## src/rtl/core/regression_score_metrics_top_defines.svh

```systemverilog
// Assertion macros shared by the regression score metrics RTL.
`ifndef REGRESSION_SCORE_METRICS_TOP_DEFINES_SVH
`define REGRESSION_SCORE_METRICS_TOP_DEFINES_SVH

// Same-cycle implication, disabled while reset is asserted.
`define RSM_ASSERT_NOW(label, clk, rst_n, ante, cons, msg) \
	label: assert property (@(posedge clk) disable iff (!rst_n) (ante) |-> (cons)) \
		else $error(msg);

// Next-cycle implication, disabled while reset is asserted.
`define RSM_ASSERT_NEXT(label, clk, rst_n, ante, cons, msg) \
	label: assert property (@(posedge clk) disable iff (!rst_n) (ante) |=> (cons)) \
		else $error(msg);

`endif

```

## src/rtl/core/rsm_pkg.sv

```systemverilog
// Package with types and fixed constants of the regression score metrics block.
`default_nettype none
package rsm_pkg;

	localparam int SAMPLE_W  = 16;
	localparam int MAX_COUNT = 65536;
	localparam int CNT_W     = $clog2(MAX_COUNT + 1);
	localparam int SQ_W      = 2 * SAMPLE_W;
	localparam int SUM_W     = 33;
	localparam int SQS_W     = 47;
	localparam int SSE_W     = 48;
	localparam int MSE_W     = 48;
	localparam int R2_W      = 32;
	localparam int FRAC_W    = 16;
	localparam int PROD_W    = 64;
	localparam int DVD_W     = PROD_W + FRAC_W;
	localparam int DCNT_W    = $clog2(DVD_W);

	// Ratio limit: a quotient of 32769.0 or more saturates r2.
	localparam logic [DVD_W-1:0] SAT_LIMIT = DVD_W'(32769) << FRAC_W;
	localparam logic [R2_W-1:0]  ONE_Q16   = R2_W'(1) << FRAC_W;
	localparam logic [R2_W-1:0]  R2_SAT    = R2_W'(1) << (R2_W - 1);

	typedef struct packed {
		logic signed [SAMPLE_W-1:0] actual;
		logic signed [SAMPLE_W-1:0] predicted;
		logic                       last;
	} in_t;

	typedef struct packed {
		logic [MSE_W-1:0]       mse;
		logic signed [R2_W-1:0] r2;
		logic                   status;
	} out_t;

	// Final sums of one vector, handed from the accumulator to the solver.
	typedef struct packed {
		logic [CNT_W-1:0]        n;
		logic signed [SUM_W-1:0] sy;
		logic [SQS_W-1:0]        s2;
		logic [SSE_W-1:0]        sse;
	} job_t;

	typedef struct packed {
		logic full;
		logic empty;
	} qstat_t;

endpackage
`default_nettype wire

```

## src/rtl/core/rsm_front.sv

```systemverilog
// Front end: takes sample pairs, squares them and accumulates the vector sums.
`default_nettype none
module rsm_front (
	input  wire logic           clk,
	input  wire logic           arst_n,
	input  wire logic           start,
	output logic                busy,
	input  wire rsm_pkg::in_t   sample,
	input  wire rsm_pkg::qstat_t qstat,
	output logic                push,
	output rsm_pkg::job_t       push_job
);
	import rsm_pkg::*;

	logic                    valid_s1;
	logic                    last_s1;
	logic signed [SAMPLE_W-1:0] act_s1;
	logic [SQ_W-1:0]         asq_s1;
	logic [SQ_W-1:0]         dsq_s1;

	logic [CNT_W-1:0]        cnt_q;
	logic signed [SUM_W-1:0] sa_q;
	logic [SQS_W-1:0]        ssq_q;
	logic [SSE_W-1:0]        sse_q;

	logic signed [SAMPLE_W:0]     diff;
	logic signed [2*SAMPLE_W+1:0] dprod;
	logic signed [2*SAMPLE_W-1:0] aprod;
	logic                         take;
	job_t                         nxt;

	// A marked pair in stage one waits while the queue has no room.
	assign busy = valid_s1 && last_s1 && qstat.full;
	assign take = start && !busy;

	assign diff  = (SAMPLE_W+1)'(sample.actual) - (SAMPLE_W+1)'(sample.predicted);
	assign dprod = diff * diff;
	assign aprod = sample.actual * sample.actual;

	always_comb begin
		nxt.n   = cnt_q;
		nxt.sy  = sa_q;
		nxt.s2  = ssq_q;
		nxt.sse = sse_q;
		if (cnt_q < CNT_W'(MAX_COUNT)) begin
			nxt.n   = cnt_q + 1'b1;
			nxt.sy  = sa_q + SUM_W'(act_s1);
			nxt.s2  = ssq_q + SQS_W'(asq_s1);
			nxt.sse = sse_q + SSE_W'(dsq_s1);
		end
	end

	assign push     = valid_s1 && last_s1 && !busy;
	assign push_job = nxt;

	always_ff @(posedge clk or negedge arst_n) begin
		if (!arst_n) begin
			valid_s1 <= 1'b0;
			last_s1  <= 1'b0;
		end else if (!busy) begin
			valid_s1 <= take;
			last_s1  <= sample.last;
		end
	end

	always_ff @(posedge clk) begin
		if (take) begin
			act_s1 <= sample.actual;
			asq_s1 <= SQ_W'(aprod);
			dsq_s1 <= SQ_W'(dprod);
		end
	end

	always_ff @(posedge clk or negedge arst_n) begin
		if (!arst_n) begin
			cnt_q <= '0;
			sa_q  <= '0;
			ssq_q <= '0;
			sse_q <= '0;
		end else if (valid_s1 && !busy) begin
			if (last_s1) begin
				cnt_q <= '0;
				sa_q  <= '0;
				ssq_q <= '0;
				sse_q <= '0;
			end else begin
				cnt_q <= nxt.n;
				sa_q  <= nxt.sy;
				ssq_q <= nxt.s2;
				sse_q <= nxt.sse;
			end
		end
	end

endmodule
`default_nettype wire

```

## src/rtl/core/rsm_queue.sv

```systemverilog
// Small FIFO of finished vector sums between the accumulator and the solver.
`default_nettype none
module rsm_queue #(
	parameter int DEPTH = 2
) (
	input  wire logic            clk,
	input  wire logic            arst_n,
	input  wire logic            push,
	input  wire rsm_pkg::job_t   push_job,
	input  wire logic            pop,
	output rsm_pkg::job_t        head,
	output rsm_pkg::qstat_t      qstat
);
	import rsm_pkg::*;

	localparam int PW = (DEPTH > 1) ? $clog2(DEPTH) : 1;
	localparam int CW = $clog2(DEPTH + 1);

	job_t            mem_q [DEPTH];
	logic [PW-1:0]   wr_ptr_q;
	logic [PW-1:0]   rd_ptr_q;
	logic [CW-1:0]   cnt_q;

	function automatic logic [PW-1:0] bump(input logic [PW-1:0] p);
		return (p == PW'(DEPTH - 1)) ? '0 : p + 1'b1;
	endfunction

	assign qstat.full  = (cnt_q == CW'(DEPTH));
	assign qstat.empty = (cnt_q == '0);
	assign head        = mem_q[rd_ptr_q];

	always_ff @(posedge clk) begin
		if (push) begin
			mem_q[wr_ptr_q] <= push_job;
		end
	end

	always_ff @(posedge clk or negedge arst_n) begin
		if (!arst_n) begin
			wr_ptr_q <= '0;
			rd_ptr_q <= '0;
			cnt_q    <= '0;
		end else begin
			if (push) begin
				wr_ptr_q <= bump(wr_ptr_q);
			end
			if (pop) begin
				rd_ptr_q <= bump(rd_ptr_q);
			end
			if (push && !pop) begin
				cnt_q <= cnt_q + 1'b1;
			end else if (pop && !push) begin
				cnt_q <= cnt_q - 1'b1;
			end
		end
	end

endmodule
`default_nettype wire

```

## src/rtl/core/rsm_back.sv

```systemverilog
// Back end: shift-add products and a shared restoring divider for MSE and R2.
`default_nettype none
module rsm_back (
	input  wire logic            clk,
	input  wire logic            arst_n,
	input  wire rsm_pkg::job_t   head,
	input  wire rsm_pkg::qstat_t qstat,
	output logic                 pop,
	output logic                 valid,
	output rsm_pkg::out_t        result
);
	import rsm_pkg::*;

	localparam logic [1:0] ST_IDLE = 2'd0;
	localparam logic [1:0] ST_MUL  = 2'd1;
	localparam logic [1:0] ST_DIVM = 2'd2;
	localparam logic [1:0] ST_DIVR = 2'd3;

	logic [1:0]         state_q;

	logic [PROD_W-1:0]  mc_sse_q;
	logic [PROD_W-1:0]  mc_s2_q;
	logic [PROD_W-1:0]  mc_sy_q;
	logic [CNT_W-1:0]   mp_n_q;
	logic [SUM_W-1:0]   mp_sy_q;
	logic [PROD_W-1:0]  acc_num_q;
	logic [PROD_W-1:0]  acc_ns2_q;
	logic [PROD_W-1:0]  acc_sy2_q;
	logic [PROD_W-1:0]  den_q;

	logic [DVD_W-1:0]   dvd_q;
	logic [PROD_W-1:0]  dvs_q;
	logic [PROD_W-1:0]  rem_q;
	logic [DVD_W-1:0]   quo_q;
	logic [DCNT_W-1:0]  dcnt_q;
	logic [MSE_W-1:0]   mse_q;

	// The multiplicands are shifted away during the product loop, so the SSE and
	// the count of the popped vector are kept here for the MSE division.
	logic [SSE_W-1:0]   sse_keep_q;
	logic [CNT_W-1:0]   n_keep_q;

	logic [SUM_W-1:0]   sy_mag;
	logic [PROD_W:0]    trial;
	logic               ge;
	logic [PROD_W-1:0]  rem_nx;
	logic [DVD_W-1:0]   quo_nx;
	logic               dlast;
	logic               done;

	assign sy_mag = head.sy[SUM_W-1] ? SUM_W'(-head.sy) : SUM_W'(head.sy);

	// One quotient bit per cycle, most significant first.
	assign trial  = {rem_q, dvd_q[DVD_W-1]};
	assign ge     = (trial >= {1'b0, dvs_q});
	assign rem_nx = ge ? PROD_W'(trial - {1'b0, dvs_q}) : PROD_W'(trial);
	assign quo_nx = {quo_q[DVD_W-2:0], ge};
	assign dlast  = (dcnt_q == DCNT_W'(DVD_W - 1));

	assign pop = (state_q == ST_IDLE) && !qstat.empty;

	// A result is ready in the cycle that finishes its last step.
	assign done = ((state_q == ST_IDLE) && !qstat.empty && (head.n == '0))
		|| ((state_q == ST_DIVM) && dlast && (den_q == '0))
		|| ((state_q == ST_DIVR) && dlast);

	always_ff @(posedge clk or negedge arst_n) begin
		if (!arst_n) begin
			state_q <= ST_IDLE;
			valid   <= 1'b0;
		end else begin
			valid <= done;
			unique case (state_q)
				ST_IDLE: begin
					if (!qstat.empty && head.n != '0) begin
						state_q <= ST_MUL;
					end
				end
				ST_MUL: begin
					if (mp_n_q == '0 && mp_sy_q == '0) begin
						state_q <= ST_DIVM;
					end
				end
				ST_DIVM: begin
					if (dlast) begin
						if (den_q == '0) begin
							state_q <= ST_IDLE;
						end else begin
							state_q <= ST_DIVR;
						end
					end
				end
				ST_DIVR: begin
					if (dlast) begin
						state_q <= ST_IDLE;
					end
				end
				default: state_q <= ST_IDLE;
			endcase
		end
	end

	always_ff @(posedge clk) begin
		unique case (state_q)
			ST_IDLE: begin
				mc_sse_q  <= PROD_W'(head.sse);
				mc_s2_q   <= PROD_W'(head.s2);
				mc_sy_q   <= PROD_W'(sy_mag);
				mp_n_q    <= head.n;
				mp_sy_q   <= sy_mag;
				acc_num_q <= '0;
				acc_ns2_q <= '0;
				acc_sy2_q <= '0;
				if (!qstat.empty && head.n == '0) begin
					result.mse    <= '0;
					result.r2     <= '0;
					result.status <= 1'b1;
				end
			end
			ST_MUL: begin
				if (mp_n_q[0]) begin
					acc_num_q <= acc_num_q + mc_sse_q;
					acc_ns2_q <= acc_ns2_q + mc_s2_q;
				end
				if (mp_sy_q[0]) begin
					acc_sy2_q <= acc_sy2_q + mc_sy_q;
				end
				mc_sse_q <= mc_sse_q << 1;
				mc_s2_q  <= mc_s2_q << 1;
				mc_sy_q  <= mc_sy_q << 1;
				mp_n_q   <= mp_n_q >> 1;
				mp_sy_q  <= mp_sy_q >> 1;
				if (mp_n_q == '0 && mp_sy_q == '0) begin
					den_q  <= acc_ns2_q - acc_sy2_q;
					dvd_q  <= DVD_W'(sse_keep_q) << FRAC_W;
					dvs_q  <= PROD_W'(n_keep_q);
					rem_q  <= '0;
					quo_q  <= '0;
					dcnt_q <= '0;
				end
			end
			ST_DIVM: begin
				if (dlast && den_q != '0) begin
					// The R2 division reuses the divider right away.
					dvd_q  <= {acc_num_q, FRAC_W'(0)};
					dvs_q  <= den_q;
					rem_q  <= '0;
					quo_q  <= '0;
					dcnt_q <= '0;
				end else begin
					dvd_q  <= dvd_q << 1;
					rem_q  <= rem_nx;
					quo_q  <= quo_nx;
					dcnt_q <= dcnt_q + 1'b1;
				end
				if (dlast) begin
					mse_q <= quo_nx[MSE_W-1:0];
					if (den_q == '0) begin
						result.mse    <= quo_nx[MSE_W-1:0];
						result.r2     <= '0;
						result.status <= 1'b1;
					end
				end
			end
			ST_DIVR: begin
				dvd_q  <= dvd_q << 1;
				rem_q  <= rem_nx;
				quo_q  <= quo_nx;
				dcnt_q <= dcnt_q + 1'b1;
				if (dlast) begin
					result.mse    <= mse_q;
					result.status <= 1'b0;
					if (quo_nx >= SAT_LIMIT) begin
						result.r2 <= R2_SAT;
					end else begin
						result.r2 <= ONE_Q16 - quo_nx[R2_W-1:0];
					end
				end
			end
			default: begin
			end
		endcase
	end

	always_ff @(posedge clk) begin
		if (pop) begin
			sse_keep_q <= head.sse;
			n_keep_q   <= head.n;
		end
	end

endmodule
`default_nettype wire

```

## src/rtl/core/regression_score_metrics_top.sv

```systemverilog
// Top level of the regression score metrics block (MSE and R2 score).
//
//  Channel   Direction  Handshake                Payload
//  request   in         start / busy             sample  (actual, predicted, last)
//  result    out        valid, one-cycle strobe  result  (mse, r2, status)
//
// A request is taken at a rising edge with start high and busy low; while busy is
// low, one pair a cycle is accumulated. The pair marked last closes the vector: it
// passes stage one and the sums are pushed into a queue of QUEUE_DEPTH entries,
// and the next vector can stream in. The solver pops a vector, runs a shift-add
// product loop, then two restoring divisions (a vector with zero variance skips
// the second). It sets the rate when vectors are short.
// busy rises only while a marked pair waits for room in the full queue.
// The receiver cannot stall; valid is high for exactly one cycle per result.
// Reset clears the accumulators, the queue and the solver sequencer.
`default_nettype none
module regression_score_metrics_top #(
	parameter int QUEUE_DEPTH = 2
) (
	input  wire logic          clk,
	input  wire logic          arst_n,
	input  wire logic          start,
	output logic               busy,
	input  wire rsm_pkg::in_t  sample,
	output logic               valid,
	output rsm_pkg::out_t      result
);
	import rsm_pkg::*;

	// Handoff between the front end, the queue and the solver.
	logic   push;
	logic   pop;
	job_t   push_job;
	job_t   head;
	qstat_t qstat;

	// The front end squares each pair in its first stage and adds the squares
	// into the running sums in its second stage.
	rsm_front u_front (
		.clk      (clk),
		.arst_n   (arst_n),
		.start    (start),
		.busy     (busy),
		.sample   (sample),
		.qstat    (qstat),
		.push     (push),
		.push_job (push_job)
	);

	// The queue lets a new vector accumulate while the solver still works.
	rsm_queue #(
		.DEPTH (QUEUE_DEPTH)
	) u_queue (
		.clk      (clk),
		.arst_n   (arst_n),
		.push     (push),
		.push_job (push_job),
		.pop      (pop),
		.head     (head),
		.qstat    (qstat)
	);

	// The solver forms n*SSE and n*sum(y^2) - sum(y)^2 bit by bit, then divides.
	rsm_back u_back (
		.clk    (clk),
		.arst_n (arst_n),
		.head   (head),
		.qstat  (qstat),
		.pop    (pop),
		.valid  (valid),
		.result (result)
	);

`include "regression_score_metrics_top_defines.svh"

	// The front end only stalls when the queue is out of room.
	`RSM_ASSERT_NOW(a_busy_full, clk, arst_n, busy, qstat.full, "busy without full queue")

	// A zero-variance result always carries a zero R2 score.
	`RSM_ASSERT_NOW(a_status_r2, clk, arst_n, valid && result.status, result.r2 == '0, "r2 set")

	// R2 never exceeds 1.0.
	`RSM_ASSERT_NOW(a_r2_max, clk, arst_n, valid, result.r2 <= $signed(ONE_Q16), "r2 above one")

	// The solver needs many cycles per vector, so results never come back to back.
	`RSM_ASSERT_NEXT(a_gap, clk, arst_n, valid, !valid, "results in consecutive cycles")

	// Nothing is pushed into a full queue.
	`RSM_ASSERT_NOW(a_no_overflow, clk, arst_n, push, !qstat.full, "push into full queue")

endmodule
`default_nettype wire

```

## config.mk

```make
export PLATFORM = sky130hd
export DESIGN_NAME = regression_score_metrics_top
export DESIGN_NICKNAME = d
export VERILOG_FILES = /design/src/rtl/core/rsm_pkg.sv /design/src/rtl/core/rsm_front.sv /design/src/rtl/core/rsm_queue.sv /design/src/rtl/core/rsm_back.sv /design/src/rtl/core/regression_score_metrics_top.sv
export VERILOG_INCLUDE_DIRS = /design/src /design/src/rtl/core
export SDC_FILE = /design/constraint.sdc
export NUM_CORES = 2
export LEC_CHECK = 0
export BUFFER_PORTS_ARGS = -buffer_cell sky130_fd_sc_hd__buf_2
export CORE_UTILIZATION = 35
export CTS_CLUSTER_SIZE = 16
export DETAILED_ROUTE_END_ITERATION = 7
export HOLD_SLACK_MARGIN = 0.06
export PLACE_DENSITY = 0.6
export SKIP_CTS_REPAIR_TIMING = 1
export SYNTH_ARGS = -nofsm -noshare
export SYNTH_HDL_FRONTEND = slang
export SYNTH_HIERARCHICAL = 1
export SYNTH_SLANG_ARGS = --single-unit
```

## constraint.sdc

```tcl
create_clock -name clk -period 22 [get_ports clk]
set_clock_uncertainty 0.2 [all_clocks]
set_input_delay 4.4 -clock clk [delete_from_list [all_inputs] [get_ports clk]]
set_output_delay 4.4 -clock clk [all_outputs]
set_load 0.02 [all_outputs]
```

==> summary.txt <==
Floorplanning
  • Starting Density: 0.352
  • Core box area: 288000 µm²
  • DIE HEIGHT: 541 µm
  • Io pins: 119
  • Width of the die: 541 µm
  • Std-Cell Rows: 197
  • Die area: 292000 µm²

Critical path
  • Worst Reg-to-Reg Cells: 8
  • CP startpoint kind: input pin
  • R2R Path Start: u_queue/rd_ptr_q$_DFFE_PN0P_
  • Critical Path Max Stage Delay: 0.54 ns
  • Crit path capture type: flip-flop
  • Reg2reg end: u_back/result[14]$_DFFE_PP_
  • Req. time, crit path: 22.35 ns
  • Most frequent CP cell: inv_1
  • Critical Path Source: sample[17]
  • Crit path kind: in -> reg
  • R2R setup slack: 16.45 ns
  • Critical path arrival: 12.77 ns
  • Crit Path Max Fanout: 14
  • Worst path slowest cell: o41ai_1

Hold path
  • Worst hold path class: reg -> reg
  • Min-delay src: u_queue/cnt_q[1]$_DFFE_PN0P_
  • Hold Path Sink: u_queue/cnt_q[1]$_DFFE_PN0P_
  • Worst hold path depth: 1

Run
  • Max-Cap Viols: 0

Synth
  • Commonest cells post-synth: edfxtp_1 (1337), nand2_1 (1116), inv_1 (942)
  • Yosys top cell by area: edfxtp_1
  • Distinct cells, synth: 96
  • Top-count cell post-synth: edfxtp_1
  • Prevailing post-synth register cell: edfxtp_1
  • Number of synthesized register bits: 1491
  • Mean Syn Cell Area: 10.4 µm²
  • Synth Instances: 9735
  • Post-synth EDFFs: 1337
  • Synth Net Count: 10900
  • Post-synth top area share: 0.395
  • FFs w/ async S/R, synth: 0.103
  • Synth top area cells: edfxtp_1 (40%), fa_1 (10%), ha_1 (7.3%), nand2_1 (4.1%), dfrtp_1 (3.8%)
  • Sequential-to-total area share from yosys stat: 0.433
  • Yosys Warn Count: 6
  • Mapped Area: 102000 µm²

Routing
  • Total wire length: 261 mm
  • DRT iter0 DRCs: 4949
  • DR WL/cell: 19.1 µm
  • Post-route antenna net violation count: 0
  • TritonRoute pass-1 iters: 6
  • Vias: 72100
  • DR vias/cell: 5.28
  • DRC viols: 0

Finish
  • Proportion of layout cells with a drive suffix above 1: 0.0727
  • Filler cells: 28100
  • Max FFs per register: 290
  • Ant diodes: 0
  • Area Growth Syn to Fin: 9.85%
  • Multi-input logic area: 52500 µm²
  • Most flops, register: u_queue/mem_q
  • Registers with the most flip-flops: u_queue/mem_q (290), u_back/result (81), u_back/quo_q (79)
  • Register area: 44000 µm²
  • Final net count: 10800

Clocking
  • Clk slew on worst S/H paths: 0.06 ns
  • Number of CTS-inserted buffers: 168
  • Clock sinks: 1491
  • Worst skew pair latency: 0.82 ns
  • TritonCTS clock tree: yes
  • Deepest clock path buffer count: 3
  • Root buf cell: clkbuf_16
  • H-tree depth: 4

STA
  • Worst-Margin Slew: 1.17 ns
  • Max Freq: 80.5 MHz
  • Setup TNS Final: 0 ns
  • Hold Vio Cnt, Final: 0
  • # setup viols final: 0
  • Final slew viol count: 0
  • Final period util: 0.565
  • Min Clock Period, post-route: 12.42 ns
  • Unrepaired setup endpoints after global routing: no
  • Max transition margin: 0.215

Placed design
  • PortBufs: 118
  • Global placement routability congestion: 0.901
  • DP Wirelength: 191 mm

Global route
  • Grt ovf: 0
  • Total track usage: 0.175
  • First-pass GRT wire length: 411 mm
  • Largest net degree at the start of global routing: 186
  • Vias in the first global route: 72500
  • Initial antenna violation count: 2

Status
  • Status: completed
-- routing by layer --
| layer | routed length [µm] | vias to the layer above | GRT usage |
|---|---|---|---|
| li1 | - | 34300 | - |
| met2 | 121000 | 1731 | 0.288 |
| met1 | 123000 | 35800 | 0.246 |
| met5 | 0 | - | 0 |
| met3 | 11700 | 330 | 0.0189 |
| met4 | 5130 | 0 | 0.0406 |
-- kinds of logic (layout without fill, tap and decap cells) --
kind of cell               Yosys count  count (layout)  synth area share
buffers and inverters             1331            1457            0.0508
DFF                               1491            1491             0.433
adders and majority gates         1096            1096             0.172
and+or+nand+nor                   2925            2925             0.134
AOI/OAI and AO/OA                 2092            2092             0.134
muxes                              305             305            0.0322
xor gates and xnor gates           495             495            0.0427
-- layout by cell type, fill, tap and decap left out, types with 130 or more instances in the layout --
cell type	synthesis	final
edfxtp_1	1337	1337
nand2_1	1116	1112
inv_1	942	940
nor2_1	683	680
a21oi_1	594	592
ha_1	591	591
fa_1	505	505
o21ai_0	401	400
xnor2_1	304	302
and2_1	274	272
a21o_1	266	266
xor2_1	191	191
mux2_2	175	175
clkbuf_16	0	170
nor3_1	159	156
o21a_1	149	149
dfrtp_1	154	149
nand3_1	134	134
mux2i_1	130	130
-- stage by stage --
step           std cells  cell area (µm²)  hold slack [ns]   util  setup WS (ns)
2_1_floorplan       9735           102000            0.224      -           2.61
3_3_place_gp       13300           106000            0.271  0.368           8.99
3_5_place_dp       13300           106000            0.284  0.368           8.82
4_1_cts            13600           112000            0.300  0.387           9.67
5_1_grt            13600           112000            0.312  0.387           9.04
6_report           13600           112000            0.296  0.387           9.58
-- cell type report --
| type | instances | share of cell area |
|---|---|---|
| Multi-Input combinational cell | 6913 | 0.471 |
| Sequential cell | 1491 | 0.395 |
| Tap cell | 3781 | 0.0424 |
| Clock buffer | 211 | 0.0399 |
| Inverter | 954 | 0.0322 |
| Timing Repair Buffer | 189 | 0.0105 |
| Clock inverter | 103 | 0.00951 |
-- worst max-delay path by stage --
stage | to | slack, ns | depth (start not counted)
2_1_floorplan | u_back/dcnt_q[0]$_DFFE_PP_ | 2.61 | 4
3_3_place_gp | u_front/dsq_s1[31]$_DFFE_PP_ | 8.99 | 35
3_5_place_dp | u_front/dsq_s1[30]$_DFFE_PP_ | 8.82 | 33
4_1_cts | u_front/dsq_s1[31]$_DFFE_PP_ | 9.67 | 35
5_1_grt | u_front/dsq_s1[31]$_DFFE_PP_ | 9.04 | 35
6_report | u_front/dsq_s1[31]$_DFFE_PP_ | 9.58 | 35
-- worst max-delay path, delay by kind of cell --
| family | cells | cell delay (ns) |
|---|---|---|
| adders and majority gates | 8 | 3.63 |
| AOI/OAI and AO/OA | 14 | 2.86 |
| buffers and inverters | 9 | 1.39 |
| and+or+nand+nor | 3 | 0.37 |
| xor gates and xnor gates | 1 | 0.10 |
Power is left out: the tool's default activity adds up to more than one toggle a clock period on the data nets, which glitch-free logic cannot reach.
